==> src/design/gpa_pkg.sv <==
// ----------------------------------------------------------------------------
// gpa_pkg: shared types for the binary polynomial ALU
// Widths, transaction payloads and the record that moves along the cell row.
// ----------------------------------------------------------------------------
package gpa_pkg;

  localparam int POLY_W = 8;
  localparam int PROD_W = 2 * POLY_W - 1;
  localparam int MOD_W  = POLY_W + 1;
  localparam int DEG_W  = $clog2(POLY_W);

  localparam logic [POLY_W-1:0] MOD_LOW_RESET = POLY_W'(9'h11B);

  typedef struct packed {
    logic [POLY_W-1:0] operand_a;
    logic [POLY_W-1:0] operand_b;
  } gpa_in_t;

  typedef struct packed {
    logic [POLY_W-1:0] poly_sum;
    logic [PROD_W-1:0] product_full;
    logic [POLY_W-1:0] product_reduced;
    logic [POLY_W-1:0] quotient;
    logic              divide_by_zero;
  } gpa_out_t;

  // Partial results of one transaction as it passes from cell to cell.
  typedef struct packed {
    logic              valid;
    logic [POLY_W-1:0] a;
    logic [POLY_W-1:0] b;
    logic [POLY_W-1:0] sum;
    logic [PROD_W-1:0] prod;
    logic [POLY_W-1:0] red;
    logic [POLY_W-1:0] rem;
    logic [POLY_W-1:0] quo;
    logic [DEG_W-1:0]  deg;
    logic              dz;
  } gpa_stage_t;

endpackage

==> src/design/gpa_cell.sv <==
// ----------------------------------------------------------------------------
// gpa_cell: one step of multiply, reduce and long division
// Handles one coefficient of operand_a and one quotient position per cycle.
// ----------------------------------------------------------------------------
module gpa_cell
  import gpa_pkg::*;
#(
  parameter int IDX = 0
) (
  input  logic              clk,
  input  logic              rst,
  input  logic [POLY_W-1:0] mod_low,
  input  gpa_stage_t        stage_in,
  output gpa_stage_t        stage_out
);

  // Horner order: cell 0 takes the top coefficient, which is also the top
  // quotient position.
  localparam int SHIFT = POLY_W - 1 - IDX;

  gpa_stage_t        stage_next;
  logic [POLY_W-1:0] pp;
  logic [DEG_W:0]    pos;
  logic              rem_bit;
  logic              hit;

  always_comb begin
    pp  = stage_in.a[SHIFT] ? stage_in.b : '0;
    pos = {1'b0, stage_in.deg} + (DEG_W+1)'(SHIFT);
    rem_bit = (pos < (DEG_W+1)'(POLY_W)) ? stage_in.rem[pos[DEG_W-1:0]] : 1'b0;
    hit = !stage_in.dz && rem_bit;

    stage_next = stage_in;
    stage_next.prod = {stage_in.prod[PROD_W-2:0], 1'b0}
                      ^ {{(PROD_W-POLY_W){1'b0}}, pp};
    stage_next.red = {stage_in.red[POLY_W-2:0], 1'b0}
                     ^ (stage_in.red[POLY_W-1] ? mod_low : '0) ^ pp;
    if (hit) begin
      stage_next.rem        = stage_in.rem ^ POLY_W'(stage_in.b << SHIFT);
      stage_next.quo[SHIFT] = 1'b1;
    end
    if (rst) begin
      stage_next.valid = 1'b0;
    end
  end

  always_ff @(posedge clk) begin
    stage_out <= stage_next;
  end

endmodule

==> src/design/gf2p8_polynomial_alu.sv <==
// ----------------------------------------------------------------------------
// gf2p8_polynomial_alu: sum, carry-less product, field product and quotient
// A row of POLY_W cells, each taking one operand bit, gives all four results.
// ----------------------------------------------------------------------------
//  channel  | handshake            | payload
//  ---------+----------------------+---------------------------
//  input    | start, busy          | operands  (gpa_in_t)
//  result   | done (one cycle)     | result    (gpa_out_t)
//  config   | cfg_valid, cfg_ready | cfg_data  (field modulus)
//
// A transaction is accepted every cycle while reset is low; its result passes
// through the POLY_W cells of the row, one register per cell.
// Reset clears the row's valid bits and loads the modulus 0x11B; busy is
// high and cfg_ready is low while reset is high.
// The result side cannot stall, so the row never holds back.
// ----------------------------------------------------------------------------
module gf2p8_polynomial_alu
  import gpa_pkg::*;
(
  input  logic             clk,
  input  logic             rst,
  input  logic             start,
  output logic             busy,
  input  gpa_in_t          operands,
  output logic             done,
  output gpa_out_t         result,
  input  logic             cfg_valid,
  output logic             cfg_ready,
  input  logic [MOD_W-1:0] cfg_data
);

  logic [POLY_W-1:0] mod_low;
  gpa_stage_t        row [POLY_W+1];
  logic [DEG_W-1:0]  deg_b;

  assign busy      = rst;
  assign cfg_ready = !rst;

  // The x^POLY_W coefficient is implied, so only the low bits are kept.
  always_ff @(posedge clk) begin
    if (rst) begin
      mod_low <= MOD_LOW_RESET;
    end else if (cfg_valid && cfg_ready) begin
      mod_low <= cfg_data[POLY_W-1:0];
    end
  end

  always_comb begin
    deg_b = '0;
    for (int i = 0; i < POLY_W; i++) begin
      if (operands.operand_b[i]) begin
        deg_b = DEG_W'(i);
      end
    end
  end

  always_comb begin
    row[0].valid = start && !busy;
    row[0].a     = operands.operand_a;
    row[0].b     = operands.operand_b;
    row[0].sum   = operands.operand_a ^ operands.operand_b;
    row[0].prod  = '0;
    row[0].red   = '0;
    row[0].rem   = operands.operand_a;
    row[0].quo   = '0;
    row[0].deg   = deg_b;
    row[0].dz    = (operands.operand_b == '0);
  end

  for (genvar k = 0; k < POLY_W; k++) begin : g_cell
    gpa_cell #(.IDX(k)) u_cell (
      .clk      (clk),
      .rst      (rst),
      .mod_low  (mod_low),
      .stage_in (row[k]),
      .stage_out(row[k+1])
    );
  end

  assign done                   = row[POLY_W].valid;
  assign result.poly_sum        = row[POLY_W].sum;
  assign result.product_full    = row[POLY_W].prod;
  assign result.product_reduced = row[POLY_W].red;
  assign result.quotient        = row[POLY_W].dz ? '0 : row[POLY_W].quo;
  assign result.divide_by_zero  = row[POLY_W].dz;

endmodule

==> config.mk <==
export PLATFORM = sky130hd
export DESIGN_NAME = gf2p8_polynomial_alu
export DESIGN_NICKNAME = d
export VERILOG_FILES = /design/src/design/gpa_pkg.sv /design/src/design/gpa_cell.sv /design/src/design/gf2p8_polynomial_alu.sv
export SDC_FILE = /design/constraint.sdc
export NUM_CORES = 1
export LEC_CHECK = 0
export BUFFER_PORTS_ARGS = -buffer_cell sky130_fd_sc_hd__buf_2
export CAP_MARGIN = 20
export CORE_MARGIN = 2
export CORE_UTILIZATION = 58
export CTS_CLUSTER_DIAMETER = 80
export DETAILED_ROUTE_END_ITERATION = 6
export PLACE_DENSITY = 0.84
export SLEW_MARGIN = 20
export SYNTH_ARGS = -nofsm -noshare
export SYNTH_HDL_FRONTEND = slang
export SYNTH_SLANG_ARGS = --single-unit
==> constraint.sdc <==
create_clock -name clk -period 2.3 [get_ports clk]
set_input_delay 0.115 -clock clk [delete_from_list [all_inputs] [get_ports clk]]
set_output_delay 0.115 -clock clk [all_outputs]
set_load 0.01 [all_outputs]
# == After elaboration in Yosys (flattened, before gate mapping) ==
# Index checks and enable logic that the tools add are counted.
# classes
add_sub_neg,7
magnitude_cmp,16
n_mux,53
bitwise,29
n_reduce_logical,20
# ops
op,n
$xor 8x8->8,22
$mux 8,21
$lt 3x4->1 const B,9
$lt 4x4->1 const B,7
$bmux 1 s3,8
$mux 3,6
$mux 1,17
$add 3x3->4 const B,4
$xor 15x8->15,1
$xor 14x8->14,1
$xor 13x8->13,1
$xor 12x8->12,1
$xor 11x8->11,1
$logic_and 1x1->1,10
$xor 10x8->10,1
$logic_not 1->1,9
$mux 9,1
$xor 9x8->9,1
$add 3x2->4 const B,2
$logic_not 8->1,1
$add 3x1->4 const B,1
# totals
register_bits,433
in_bits,29
output_inout_bits,43

# == Longest topological paths before layout ==
# Gate-level depths: netlist of the first run.
# depth
depth_word,13
ltp_mapped,8
depth_no_buf,7

# == Cells and area by module ==
# Synthesis of the first run repeated with hierarchy kept, for this count alone.
# unflattened
cells_unflattened,1102
hier_area_um2,14998.1
# modules_own_cells
module,n_inst,cells_each,area_each_um2,seq_area_each_um2
gpa_cell (g_cell[7].u_cell),1,137,1864.3,1361.3
gpa_cell (g_cell[3].u_cell),1,132,1849.3,1361.3
gpa_cell (g_cell[5].u_cell),1,139,1849.3,1361.3
gpa_cell (g_cell[4].u_cell),1,134,1834.3,1361.3
gpa_cell (g_cell[6].u_cell),1,130,1830.5,1361.3
gpa_cell (g_cell[1].u_cell),1,130,1788.0,1361.3
gpa_cell (g_cell[2].u_cell),1,128,1788.0,1361.3
gpa_cell (g_cell[0].u_cell),1,116,1707.9,1361.3
gf2p8_polynomial_alu,1,56,486.7,160.2

# == Worst setup path before layout of the first run ==
# No wires, ideal clock.
# synth_timing
path_type,flip-flop to flip-flop
startpoint,reg g_cell[3].u_cell.stage_out[1] in the netlist's numbering
endpoint,reg g_cell[4].u_cell.stage_out[15] in the netlist's numbering
setup_time_ps,121
arrival_ps,1836
required_ps,2179
slack_ps,344
path_stages_with_launch,9
n_path_buf,1
period_less_slack_ps,1956
path_cell_list,dfxtp_1 inv_1 ha_1 clkbuf_2 mux2i_1 o32ai_1 nor3_2 nor3_2 mux2_2
# synth_rtl
item,line,rtl
start: declaration,gpa_cell.sv:14,output gpa_stage_t stage_out
start signal: assignment,gpa_cell.sv:48,stage_out <= stage_next;
end signal: assignment,gpa_cell.sv:48,
end: declaration,gpa_cell.sv:14,

==> results of run 1 <==
[layer usage]
metal	up-vias	wire [microns]	GRT usage [%]
met3	40	702	3.98
li1	2953	-	-
met1	2679	7270	18.6
met4	0	361	5.25
met5	-	0	0
met2	105	8910	31.3
[cells in the final DEF, fill, tap and decap left out, types with 7 or more instances in the layout]
cell type and instances:
sky130_fd_sc_hd__dlygate4sd3_1 31, sky130_fd_sc_hd__dfxtp_1 405, sky130_fd_sc_hd__inv_1 9, sky130_fd_sc_hd__ha_1 12
sky130_fd_sc_hd__nor2_1 11, sky130_fd_sc_hd__xnor2_1 164, sky130_fd_sc_hd__buf_2 70, sky130_fd_sc_hd__and2_1 8
sky130_fd_sc_hd__nand2_1 127, sky130_fd_sc_hd__xor2_1 12, sky130_fd_sc_hd__mux4_2 9, sky130_fd_sc_hd__nor2b_1 18
sky130_fd_sc_hd__clkbuf_1 9, sky130_fd_sc_hd__mux2_2 7, sky130_fd_sc_hd__clkbuf_8 12, sky130_fd_sc_hd__clkbuf_16 39
sky130_fd_sc_hd__mux2i_1 18
[sequential cells by signal (all words and copies together) (netlist names)]
name                     flops
g_cell.u_cell.stage_out    397
mod_low                      8
[power groups by stage]
stage | sequential [mW] | combinational, mW | clock, mW
2_1_floorplan | 8.48 | 1.50 | 0
3_3_place_gp | 8.68 | 1.48 | 0
3_5_place_dp | 8.71 | 1.52 | 0
4_1_cts | 8.57 | 1.58 | 6.10
5_1_grt | 8.66 | 1.74 | 6.41
6_report | 8.56 | 1.57 | 5.98
[metrics by stage]
stage	hold slack (ns)	utilization, %	setup WS (ns)	instance area [sq um]	instances
after floorplan	0.143	-	0.344	11700	894
after global placement	0.242	61.4	0.265	12000	1171
after detailed placement	0.245	61.4	0.0833	12000	1171
after CTS	0.00652	69.2	0.0795	13600	1268
after global routing	0.0221	69.3	0.0000666	13600	1268
final	0.0276	69.3	0.0968	13600	1268
[synthesized netlist by cell type, types with 2 or more instances]
cell type / instances / area share (%)
sky130_fd_sc_hd__a21oi_1: 2 / 0.086
sky130_fd_sc_hd__mux2_2: 7 / 0.68
sky130_fd_sc_hd__dfxtp_1: 405 / 69
sky130_fd_sc_hd__buf_4: 33 / 2.1
sky130_fd_sc_hd__o31a_1: 2 / 0.15
sky130_fd_sc_hd__nor3_2: 3 / 0.26
sky130_fd_sc_hd__nor2b_1: 18 / 0.96
sky130_fd_sc_hd__ha_1: 12 / 1.3
sky130_fd_sc_hd__inv_1: 9 / 0.29
sky130_fd_sc_hd__nand2b_1: 3 / 0.16
sky130_fd_sc_hd__xor2_1: 12 / 0.90
sky130_fd_sc_hd__mux2i_1: 18 / 1.5
sky130_fd_sc_hd__mux4_2: 9 / 1.7
sky130_fd_sc_hd__nor4b_1: 4 / 0.30
sky130_fd_sc_hd__nor2_1: 11 / 0.35
sky130_fd_sc_hd__o22ai_1: 3 / 0.16
sky130_fd_sc_hd__xnor2_1: 164 / 12
sky130_fd_sc_hd__and2_1: 8 / 0.43
sky130_fd_sc_hd__clkbuf_1: 24 / 0.77
sky130_fd_sc_hd__nand2_1: 127 / 4.1
[cell families after synthesis]
group                      share of synthesized area [%]
and+or+nand+nor                                     7.04
DFF                                                 69.4
adders and majority gates                           1.29
buffers and inverters                               3.27
muxes                                               4.39
xor gates and xnor gates                            13.3
AOI/OAI and AO/OA                                   1.24
[path summary, 6_finish.rpt]
kind	end	slack, ns	cells past startpoint
max	g_cell[4].u_cell.stage_out[15]	0.1	7
min	mod_low[1]	0.03	3
max reg2reg	g_cell[4].u_cell.stage_out[15]	0.1	7
min reg2reg	g_cell[6].u_cell.stage_out[8]	0.32	0
[critical path, delay by kind of cell (launching register included)]
kind	cells	cell delay, ns
compound gates	1	0.32
fa+ha+maj	1	0.39
buf+inv	1	0.07
flops	1	0.42
mux	2	0.53
simple gates	2	0.37
[repair_timing]
action	in CTS	in global routing
resized for setup	0	1
setup buffers	0	0
endpoints found under the setup margin	0	1
hold buffers	31	0
hold endpoints to repair	51	0
[area by class of cell]
class | count | area, sq um | share of cell area [%]
repair buffers | 102 | 668 | 4.92
inverters | 9 | 33.8 | 0.249
clock inverters | 6 | 61.3 | 0.452
multi-input cells | 421 | 3190 | 23.5
clock buffers | 60 | 1170 | 8.66
well taps | 265 | 332 | 2.44
flip-flops and latches | 405 | 8110 | 59.7
==> Implementation_results.wiki, run 1 <==
{| class="wikitable"
! Metric !! Value
|-
| Startpoint of the worst hold path || cfg_valid
|-
| Number of flops mapped to enable cells by yosys || 0
|-
| Synth Net Count || roughly 940
|-
| Layout Skew || 0.0223 ns
|-
| Worst setup path start || g_cell[3].u_cell.stage_out[1]
|-
| Mean instance size in the synthesized netlist || 13.1 sq um
|-
| Number of buffers created by CTS || 37
|-
| Clock share of power || a little under two fifths
|-
| Library cell used as clock root buffer || sky130_fd_sc_hd__clkbuf_16
|-
| Most frequent cell on the critical path || sky130_fd_sc_hd__nor3_2
|-
| Total routing resource utilization after global routing || between 10% and 20%
|-
| Net switching power figure || between 3 and 4 mW
|-
| Final routed wirelength across all metal layers || ~17000 microns
|-
| Drt first-iter violations || 134
|-
| Global-route wire length before repair || roughly 29000 microns
|-
| Number of library cell types mapped by synthesis || 40
|-
| Die Y-Extent || 146 microns
|-
| Flops & latches, synth || approximately 410
|-
| Final period util || around 96%
|-
| Largest net degree at the start of global routing || 16
|-
| H-Tree Depth || 2
|-
| Die span in x || 146 microns
|-
| Remaining global-route overflow || 0
|-
| Primary FF master, synth || sky130_fd_sc_hd__dfxtp_1
|-
| Number of nets with antenna violations after routing || 0
|-
| MaxCap Viol Count || 0
|-
| Fraction of the yosys area taken by sequential cells || between 60% and 70%
|-
| Path category of the worst min-delay check || input port to flip-flop
|-
| DRT Pass-1 Iters || 4
|-
| Reg-to-Reg Start || g_cell[3].u_cell.stage_out[1]
|-
| Switching portion of total power || 21.9%
|-
| Final routed wire length divided by cell count || between 10 and 15 microns
|-
| Cell internal pwr || ~13 mW
|-
| Clock latency on the worst-skew pair || 0.51 ns
|-
| Clock Sinks || 405
|-
| Global placer's final weighted congestion || between 0.7 and 0.8
|-
| Area of the placeable core || ~20000 sq um
|-
| Result of the run || complete, no violations
|-
| Final number of hold-violating endpoints || 0
|-
| Worst stage delay on the critical path || 0.42 ns
|-
| Total power draw || 16.1 mW
|-
| Layout overhead on the synthesized area || 16.2%
|-
| Period minus WS final || around 2.2 ns
|-
| CP endpoint kind || flip-flop
|-
| Fraction of layout cells with a size suffix above 1 || around 16%
|-
| Slew HR || 62.2%
|-
| Critical Path, Cell by Cell || inv_1 > ha_1 > mux2i_1 > o32ai_1 > nor3_2 > nor3_2 > mux2_2
|-
| CTS tree || yes
|-
| Number of antenna violations at the first check in global routing || 0
|-
| Half-perimeter wire length after placement || about 11000 microns
|-
| Vias after detailed routing || between 5000 and 6000
|-
| Number of nets in the finished design || approximately 1000
|-
| Number of primary I/O pins || 72
|-
| Critical-path cell with the highest stage delay || sky130_fd_sc_hd__dfxtp_1
|-
| P per Cell Area || about 1200 nW/um^2
|-
| Data arrival, critical path || ~2.6 ns
|-
| Critical path start-end classification || flip-flop to flip-flop
|-
| Setup repair after global routing missed its margin || no
|-
| Total number of yosys warnings || 0
|-
| Syn Std Cell Area || 11700 sq um
|-
| Count of final max-slew check failures || 0
|-
| Die Outline Area || about 21000 sq um
|-
| Initial Utilization || approximately three fifths
|-
| Number of buffers between clock root and the deepest sink || 3
|-
| Highest attainable clock frequency || 454 MHz
|-
| Worst-path clk slew || about 0.060 ns
|-
| Endpoint required time on the critical path || ~2.7 ns
|-
| Routed via count divided by cell count || roughly 4.6
|-
| Startpoint Class || flip-flop
|-
| Number of global-route vias before repair || just over 6000
|-
| Final setup fails || 0
|-
| Count of filler cells inserted in the layout || around 1400
|-
| Largest fanout on the critical path || 6
|-
| Cells after synthesis || ~890
|-
| Number of DRC violations after detailed routing || 0
|-
| Leakage Power || between 5 and 6 nW
|-
| Comb pwr share || 9.7%
|-
| Setup TNS || 0 ns
|-
| Std cell rows || 51
|-
| Worst vdd ir || 740 uV
|-
| Async set-or-reset flop fraction in the synthesized netlist || 0%
|-
| Register share of total power || 53.1%
|-
| IO Port Bufs || 70
|-
| Diode count || 0
|-
| Measured slew at the worst slew-check pin || about 0.57 ns
|}
(Power assumes the default switching activity.)
==> run 2: changes to the inputs <==
CELL_PAD_IN_SITES_DETAIL_PLACEMENT = 0   (was unset)
CELL_PAD_IN_SITES_GLOBAL_PLACEMENT = 1   (was unset)
CORE_UTILIZATION = 44   (was 58)
PLACE_DENSITY = 0.81   (was 0.84)
clock period = 1.8 ns   (was 2.3 ns; I/O delays follow)
==> Implementation_results.wiki, run 2 (same netlist as run 1, synthesis figures left out) <==
{| class="wikitable"
! Metric !! Value
|-
| Fraction of layout cells with a size suffix above 1 || 21.3% (+5.6 points)
|-
| Final period util || 110% (+15 points)
|-
| Clock share of power || 38.3% (+1.1 points)
|-
| Comb pwr share || 10.3% (+0.6 points)
|-
| MaxCap Viol Count || 0 (unchanged)
|-
| Clock latency on the worst-skew pair || 0.52 ns (about the same)
|-
| Number of nets with antenna violations after routing || 0 (unchanged)
|-
| H-Tree Depth || 2 (unchanged)
|-
| Top Registers || g_cell.u_cell.stage_out x397, mod_low x8
|-
| Endpoint required time on the critical path || 2.20 ns (-0.50 ns)
|-
| Number of nets in the finished design || 1063 (+4.5%)
|-
| IO Port Bufs || 70 (unchanged)
|-
| Startpoint of the worst hold path || operands[7]
|-
| Count of filler cells inserted in the layout || 2149 (+59%)
|-
| Measured slew at the worst slew-check pin || 0.469 ns (-0.0974 ns)
|-
| CP endpoint kind || flip-flop
|-
| Clock Sinks || 405 (unchanged)
|-
| Diode count || 0 (unchanged)
|-
| Highest attainable clock frequency || 503 MHz (+11%)
|-
| Leakage Power || 5.94 nW (+5.3%)
|-
| Half-perimeter wire length after placement || 12000 microns (+8.9%)
|-
| Number of primary I/O pins || 72 (unchanged)
|-
| Remaining global-route overflow || 0 (unchanged)
|-
| Number of global-route vias before repair || 6110 (-0.88%)
|-
| Path category of the worst min-delay check || input port to flip-flop
|-
| Worst-path clk slew || 0.06 ns (about the same)
|-
| Die span in x || 167 microns (+14%)
|-
| Area of the placeable core || 26100 sq um (+33%)
|-
| Instance area after placement || 12400 sq um (+3.0%)
|-
| Switching portion of total power || 22.0% (+0.055 points)
|-
| Vias after detailed routing || 5912 (+2.3%)
|-
| Register share of total power || 51.4% (-1.7 points)
|-
| Result of the run || finished with violations
|-
| Number of DRC violations after detailed routing || 0 (unchanged)
|-
| Most frequent cell on the critical path || sky130_fd_sc_hd__nor3_4
|-
| Worst setup path start || g_cell[3].u_cell.stage_out[1]
|-
| Layout overhead on the synthesized area || 22.7%
|-
| Most frequent standard cell in the layout excluding fill and tap cells || sky130_fd_sc_hd__dfxtp_1
|-
| Worst vdd ir || 1250 uV (+68%)
|-
| Global-route wire length before repair || 29100 microns (+0.12%)
|-
| Count of final max-slew check failures || 0 (unchanged)
|-
| Setup TNS || -0.833 ns (-0.833 ns)
|-
| Std cell rows || 59 (+16%)
|-
| DRT Pass-1 Iters || 4 (unchanged)
|-
| Slew HR || 68.6% (+6.4 points)
|-
| Period minus WS final || 1.99 ns (-0.216 ns)
|-
| Final routed wirelength across all metal layers || 17400 microns (+0.70%)
|-
| Routed via count divided by cell count || 4.26 (-6.5%)
|-
| Worst stage delay on the critical path || 0.38 ns (-0.04 ns)
|-
| Final number of hold-violating endpoints || 0 (unchanged)
|-
| Setup repair after global routing missed its margin || yes
|-
| Final setup fails || 7 (+7)
|-
| Top register by number of flip-flops || g_cell.u_cell.stage_out
|-
| Cell area after layout || 14300 sq um (+5.5%)
|-
| Die Outline Area || 27900 sq um (+31%)
|-
| Die Y-Extent || 167 microns (+14%)
|-
| Number of antenna violations at the first check in global routing || 0 (unchanged)
|-
| Final routed wire length divided by cell count || 12.5 microns (-8.0%)
|-
| Worst Path Buf+Inv || 2 (+1)
|-
| Failing checks || negative setup slack
|-
| Startpoint Class || flip-flop
|-
| Largest fanout on the critical path || 5 (-1)
|-
| Cell internal pwr || 16.6 mW (+32%)
|-
| Library cell used as clock root buffer || sky130_fd_sc_hd__clkbuf_16
|-
| Fin worst setup slack || -0.187 ns (-0.284 ns)
|-
| CTS tree || yes
|-
| Layout Skew || 0.0103 ns (-0.0121 ns)
|-
| Total routing resource utilization after global routing || 12.8% (-3.9 points)
|-
| Net switching power figure || 4.67 mW (+32%)
|-
| Crit path max-delay family || multiplexers
|-
| Data arrival, critical path || 2.39 ns (-0.21 ns)
|-
| Critical path start-end classification || flip-flop to flip-flop
|-
| Critical Path, Cell by Cell || inv_4 > ha_4 > mux2i_4 > o32ai_4 > nor3_4 > buf_12 > nor3_4 > mux2_4
|-
| Critical-path cell with the highest stage delay || sky130_fd_sc_hd__dfxtp_4
|-
| Highest-count cells in the layout ignoring fill and taps || sky130_fd_sc_hd__dfxtp_1 (399), sky130_fd_sc_hd__xnor2_1 (163), sky130_fd_sc_hd__nand2_1 (125), sky130_fd_sc_hd__buf_2 (69), sky130_fd_sc_hd__clkbuf_16 (41)
|-
| Initial Utilization || 44.8% (-15 points)
|-
| Number of buffers created by CTS || 40 (+8.1%)
|-
| Reg-to-Reg Start || g_cell[3].u_cell.stage_out[1]
|-
| Global placer's final weighted congestion || 0.742 (-2.2%)
|-
| P per Cell Area || 1480 nW/um^2 (+25%)
|-
| Number of flip-flops under the largest register name || 397 (unchanged)
|-
| Largest net degree at the start of global routing || 15 (-1)
|-
| Number of buffers between clock root and the deepest sink || 3 (unchanged)
|-
| Drt first-iter violations || 177 (+32%)
|}
[run 2: cell types whose count changed in the layout (fill, tap and decap cells not counted), moves of 3 or more]
cell,delta
sky130_fd_sc_hd__dfxtp_2,+4
sky130_fd_sc_hd__buf_4,+33
sky130_fd_sc_hd__ha_1,-3
sky130_fd_sc_hd__dfxtp_1,-6
sky130_fd_sc_hd__buf_6,+3
sky130_fd_sc_hd__mux2i_1,-3
sky130_fd_sc_hd__nor4b_1,-3
sky130_fd_sc_hd__dlygate4sd3_1,+5
sky130_fd_sc_hd__clkbuf_8,-4
sky130_fd_sc_hd__ha_4,+3
sky130_fd_sc_hd__clkbuf_1,+3
[run 2: per-layer routing]
metal	track usage (%)	wire length, microns
met4	5.43	454
met2	22.4	8530
met5	0	0
met3	2.71	735
met1	15.1	7640
[run 2: worst paths after layout]
path | depth (start not counted) | to | slack [ns]
worst max register to register | 8 | g_cell[4].u_cell.stage_out[15] | -0.19
worst max-delay path | 8 | g_cell[4].u_cell.stage_out[15] | -0.19
worst min register to register | 0 | g_cell[5].u_cell.stage_out[9] | 0.32
worst min-delay path | 2 | g_cell[0].u_cell.stage_out[58] | 0.05
[run 2: area by class of cell]
type / instances / area (sq um) / share of cell area [%]
Tap cell: 335 / 419 / 2.93
Multi-Input combinational cell: 421 / 3380 / 23.6
Sequential cell: 405 / 8120 / 56.7
Clock buffer: 61 / 1180 / 8.25
Inverter: 9 / 36.3 / 0.253
Timing Repair Buffer: 145 / 1040 / 7.26
Clock inverter: 12 / 149 / 1.04
[run 2: through the flow]
stage | utilization (%) | hold WS [ns] | instances | total power [mW] | setup WS [ns]
floorplan | - | 0.118 | 894 | 12.8 | -0.127
global placement | 47.5 | 0.222 | 1273 | 13.1 | -0.145
detailed placement | 47.5 | 0.223 | 1273 | 13.2 | -0.233
CTS | 54.2 | 0.197 | 1384 | 21.5 | -0.0995
global route | 55.0 | 0.0526 | 1388 | 22.3 | -0.253
finish | 55.0 | 0.0501 | 1388 | 21.2 | -0.187
[run 2: what timing repair did]
action,CTS,global route
endpoints found under the hold margin,52,7
endpoints found under the setup margin,12,14
pin swaps,0,15
cloned,0,0
hold buffers,38,2
gates resized for setup,6,36
setup buffers,0,6
[run 2: power groups by stage]
stage / clock network [mW] / registers, mW / logic [mW]
6_report: 8.14 / 10.9 / 2.19
5_1_grt: 8.79 / 11.1 / 2.41
4_1_cts: 8.40 / 10.9 / 2.16
3_5_place_dp: 0 / 11.1 / 2.06
3_3_place_gp: 0 / 11.1 / 2.02
2_1_floorplan: 0 / 10.8 / 1.94
==> run 3: changes to the inputs <==
REMOVE_ABC_BUFFERS = 1   (was unset)
==> Implementation_results.wiki, run 3 (same netlist as run 1, synthesis figures left out) <==
{| class="wikitable"
! Metric !! Value
|-
| Result of the run || finished with violations
|-
| Failing checks || negative setup slack
|-
| Highest attainable clock frequency || 522 MHz (+3.8%)
|-
| Diode count || 0 (unchanged)
|-
| Number of buffers between clock root and the deepest sink || 3 (unchanged)
|-
| Critical path start-end classification || flip-flop to flip-flop
|-
| Std cell rows || 59 (unchanged)
|-
| Number of flip-flops under the largest register name || 397 (unchanged)
|-
| Die Y-Extent || 167 microns (unchanged)
|-
| Number of buffers created by CTS || 39 (-2.5%)
|-
| DRT Pass-1 Iters || 4 (unchanged)
|-
| Reg2Reg Capture Point || g_cell[4].u_cell.stage_out[15]
|-
| Register-to-Register Setup Slack || -0.11 ns (+0.07 ns)
|-
| CP endpoint kind || flip-flop
|-
| Hold Slack || 0.0358 ns (-0.0142 ns)
|-
| Top register by number of flip-flops || g_cell.u_cell.stage_out
|-
| Worst setup endpoint || g_cell[4].u_cell.stage_out[15]
|-
| MaxCap Viol Count || 0 (unchanged)
|-
| Instance count after placement with tap cells included || 1274 (+0.079%)
|-
| Largest fanout on the critical path || 5 (unchanged)
|-
| Final routed wire length divided by cell count || 12.4 microns (-0.58%)
|-
| Library cell used as clock root buffer || sky130_fd_sc_hd__clkbuf_16
|-
| Period minus WS final || 1.91 ns (-0.0726 ns)
|-
| Layout Skew || 0.0130 ns (+0.00272 ns)
|-
| Reg-to-Reg Start || g_cell[3].u_cell.stage_out[1]
|-
| Count of final max-slew check failures || 0 (unchanged)
|-
| Multi-input gate area in the final layout || 3390 sq um (+0.48%)
|-
| Fraction of layout cells with a size suffix above 1 || 21.8% (+0.52 points)
|-
| Most frequent standard cell in the layout excluding fill and tap cells || sky130_fd_sc_hd__dfxtp_1
|-
| H-Tree Depth || 2 (unchanged)
|-
| Total area of sequential cells || 8120 sq um (about the same)
|-
| Worst-case setup slack after placement || -0.205 ns (+0.0274 ns)
|-
| Total routing resource utilization after global routing || 12.6% (-0.15 points)
|-
| Die span in x || 167 microns (unchanged)
|-
| Number of nets in the finished design || 1061 (-0.19%)
|-
| Number of standard cells in the final layout excluding fillers || 1386 (-0.14%)
|-
| Drt first-iter violations || 149 (-16%)
|-
| Half-perimeter wire length after placement || 12000 microns (about the same)
|-
| Leakage Power || 5.94 nW (-0.11%)
|-
| Layout overhead on the synthesized area || 22.7% (about the same)
|-
| Global-route wire length before repair || 28900 microns (-0.47%)
|-
| P per Cell Area || 1490 nW/um^2 (+0.23%)
|-
| Worst stage delay on the critical path || 0.35 ns (-0.03 ns)
|-
| Clock Sinks || 405 (unchanged)
|-
| Area of the placeable core || 26100 sq um (unchanged)
|-
| Worst vdd ir || 904 uV (-27%)
|-
| Count of filler cells inserted in the layout || 2122 (-1.3%)
|-
| Critical-path cell with the highest stage delay || sky130_fd_sc_hd__dfxtp_2
|-
| Final number of hold-violating endpoints || 0 (unchanged)
|-
| Routed via count divided by cell count || 4.25 (-0.18%)
|-
| CTS tree || yes
|-
| Worst setup path start || g_cell[3].u_cell.stage_out[1]
|-
| Number of antenna violations at the first check in global routing || 0 (unchanged)
|-
| Top Registers || g_cell.u_cell.stage_out x397, mod_low x8
|-
| Final period util || 106% (-4.0 points)
|-
| Largest net degree at the start of global routing || 16 (+1)
|-
| Critical Path, Cell by Cell || inv_2 > ha_4 > mux2i_4 > o31ai_4 > nor2_4 > nor3_4 > mux2_4
|-
| Worst-path clk slew || 0.06 ns (about the same)
|-
| Number of nets with antenna violations after routing || 0 (unchanged)
|-
| Global placer's final weighted congestion || 0.738 (-0.58%)
|-
| Measured slew at the worst slew-check pin || 0.424 ns (-0.0448 ns)
|-
| Number of DRC violations after detailed routing || 0 (unchanged)
|-
| Final setup fails || 5 (-2)
|-
| Cell count of the worst reg-to-reg path || 7 (-1)
|-
| IO Port Bufs || 70 (unchanged)
|-
| Endpoint required time on the critical path || 2.21 ns (about the same)
|-
| Setup repair after global routing missed its margin || yes
|-
| Initial Utilization || 44.8% (unchanged)
|-
| Vias after detailed routing || 5893 (-0.32%)
|-
| Fin worst setup slack || -0.114 ns (+0.0726 ns)
|-
| Highest-count cells in the layout ignoring fill and taps || sky130_fd_sc_hd__dfxtp_1 (399), sky130_fd_sc_hd__xnor2_1 (164), sky130_fd_sc_hd__nand2_1 (127), sky130_fd_sc_hd__buf_2 (69), sky130_fd_sc_hd__clkbuf_16 (40)
|-
| Startpoint Class || flip-flop
|-
| Number of global-route vias before repair || 6086 (-0.39%)
|-
| Clock latency on the worst-skew pair || 0.52 ns (about the same)
|-
| Remaining global-route overflow || 0 (unchanged)
|-
| Path category of the worst min-delay check || input port to flip-flop
|-
| Slew HR || 71.7% (+3.1 points)
|-
| Final routed wirelength across all metal layers || 17200 microns (-0.72%)
|-
| Number of primary I/O pins || 72 (unchanged)
|-
| Total power draw || 21.3 mW (+0.27%)
|-
| Data arrival, critical path || 2.32 ns (-0.07 ns)
|-
| Die Outline Area || 27900 sq um (unchanged)
|}
==> run 3: through the flow <==
| stage | setup TNS (ns) | util, % | area [sq um] |
|---|---|---|---|
| 2_1_floorplan | -0.474 | - | 11300 |
| 4_1_cts | -0.401 | 54.6 | 14200 |
| 6_report | -0.517 | 55.0 | 14300 |
| 3_3_place_gp | -0.583 | 47.4 | 12400 |
| 3_5_place_dp | -1.41 | 47.4 | 12400 |
| 5_1_grt | -1.14 | 55.0 | 14300 |
==> run 3: metal layers <==
metal / routed length [microns] / GRT usage (%) / part of all wire, % / up-vias
met5: 0 / 0 / 0 / -
met3: 694 / 3.11 / 4.0 / 35
met2: 8460 / 21.9 / 49 / 105
li1: - / - / - / 3040
met1: 7590 / 14.9 / 44 / 2713
met4: 491 / 5.36 / 2.8 / 0
==> run 3: power breakdown <==
group          switching [mW]  leakage, nW  internal, mW  total, mW
combinational           0.871         1.87          1.31       2.18
clock                    3.20        0.672          5.00       8.20
sequential              0.623         3.39          10.3       10.9
total                    4.69         5.94          16.6       21.3
==> run 3: worst min path at each step <==
| stage | from | to | slack [ns] | cells past startpoint |
|---|---|---|---|---|
| after global placement | operands[14] | g_cell[0].u_cell.stage_out[18] | 0.22 | 1 |
| after floorplan | operands[14] | g_cell[0].u_cell.stage_out[18] | 0.12 | 0 |
| after global routing | operands[7] | g_cell[0].u_cell.stage_out[3] | 0.04 | 2 |
| after CTS | operands[10] | g_cell[0].u_cell.stage_out[61] | 0.20 | 2 |
| final | operands[7] | g_cell[0].u_cell.stage_out[3] | 0.04 | 2 |
| after detailed placement | operands[10] | g_cell[0].u_cell.stage_out[61] | 0.22 | 1 |
==> run 3: area by class of cell <==
class,count,share of cell area [%]
clock buffers,53,7.89
clock inverters,19,1.51
inverters,9,0.236
multi-input cells,421,23.7
flip-flops and latches,405,56.6
well taps,335,2.93
repair buffers,144,7.13
==> run 3: what timing repair did <==
action | 4_1_cts | 5_1_grt
hold buffers | 38 | 2
endpoints found under the setup margin | 15 | 16
buffers inserted | 4 | 2
endpoints found under the hold margin | 52 | 7
pin swaps | 10 | 8
resized for setup | 26 | 23
==> run 3: worst max-delay path, delay by kind of cell (launching register included) <==
| kind | cells | cell delay, ns |
|---|---|---|
| multiplexers | 2 | 0.51 |
| AO/OA/AOI/OAI | 1 | 0.30 |
| flip-flops | 1 | 0.35 |
| adder cells (fa/ha/maj) | 1 | 0.26 |
| AND/OR/NAND/NOR | 2 | 0.32 |
| buffers and inverters | 1 | 0.05 |
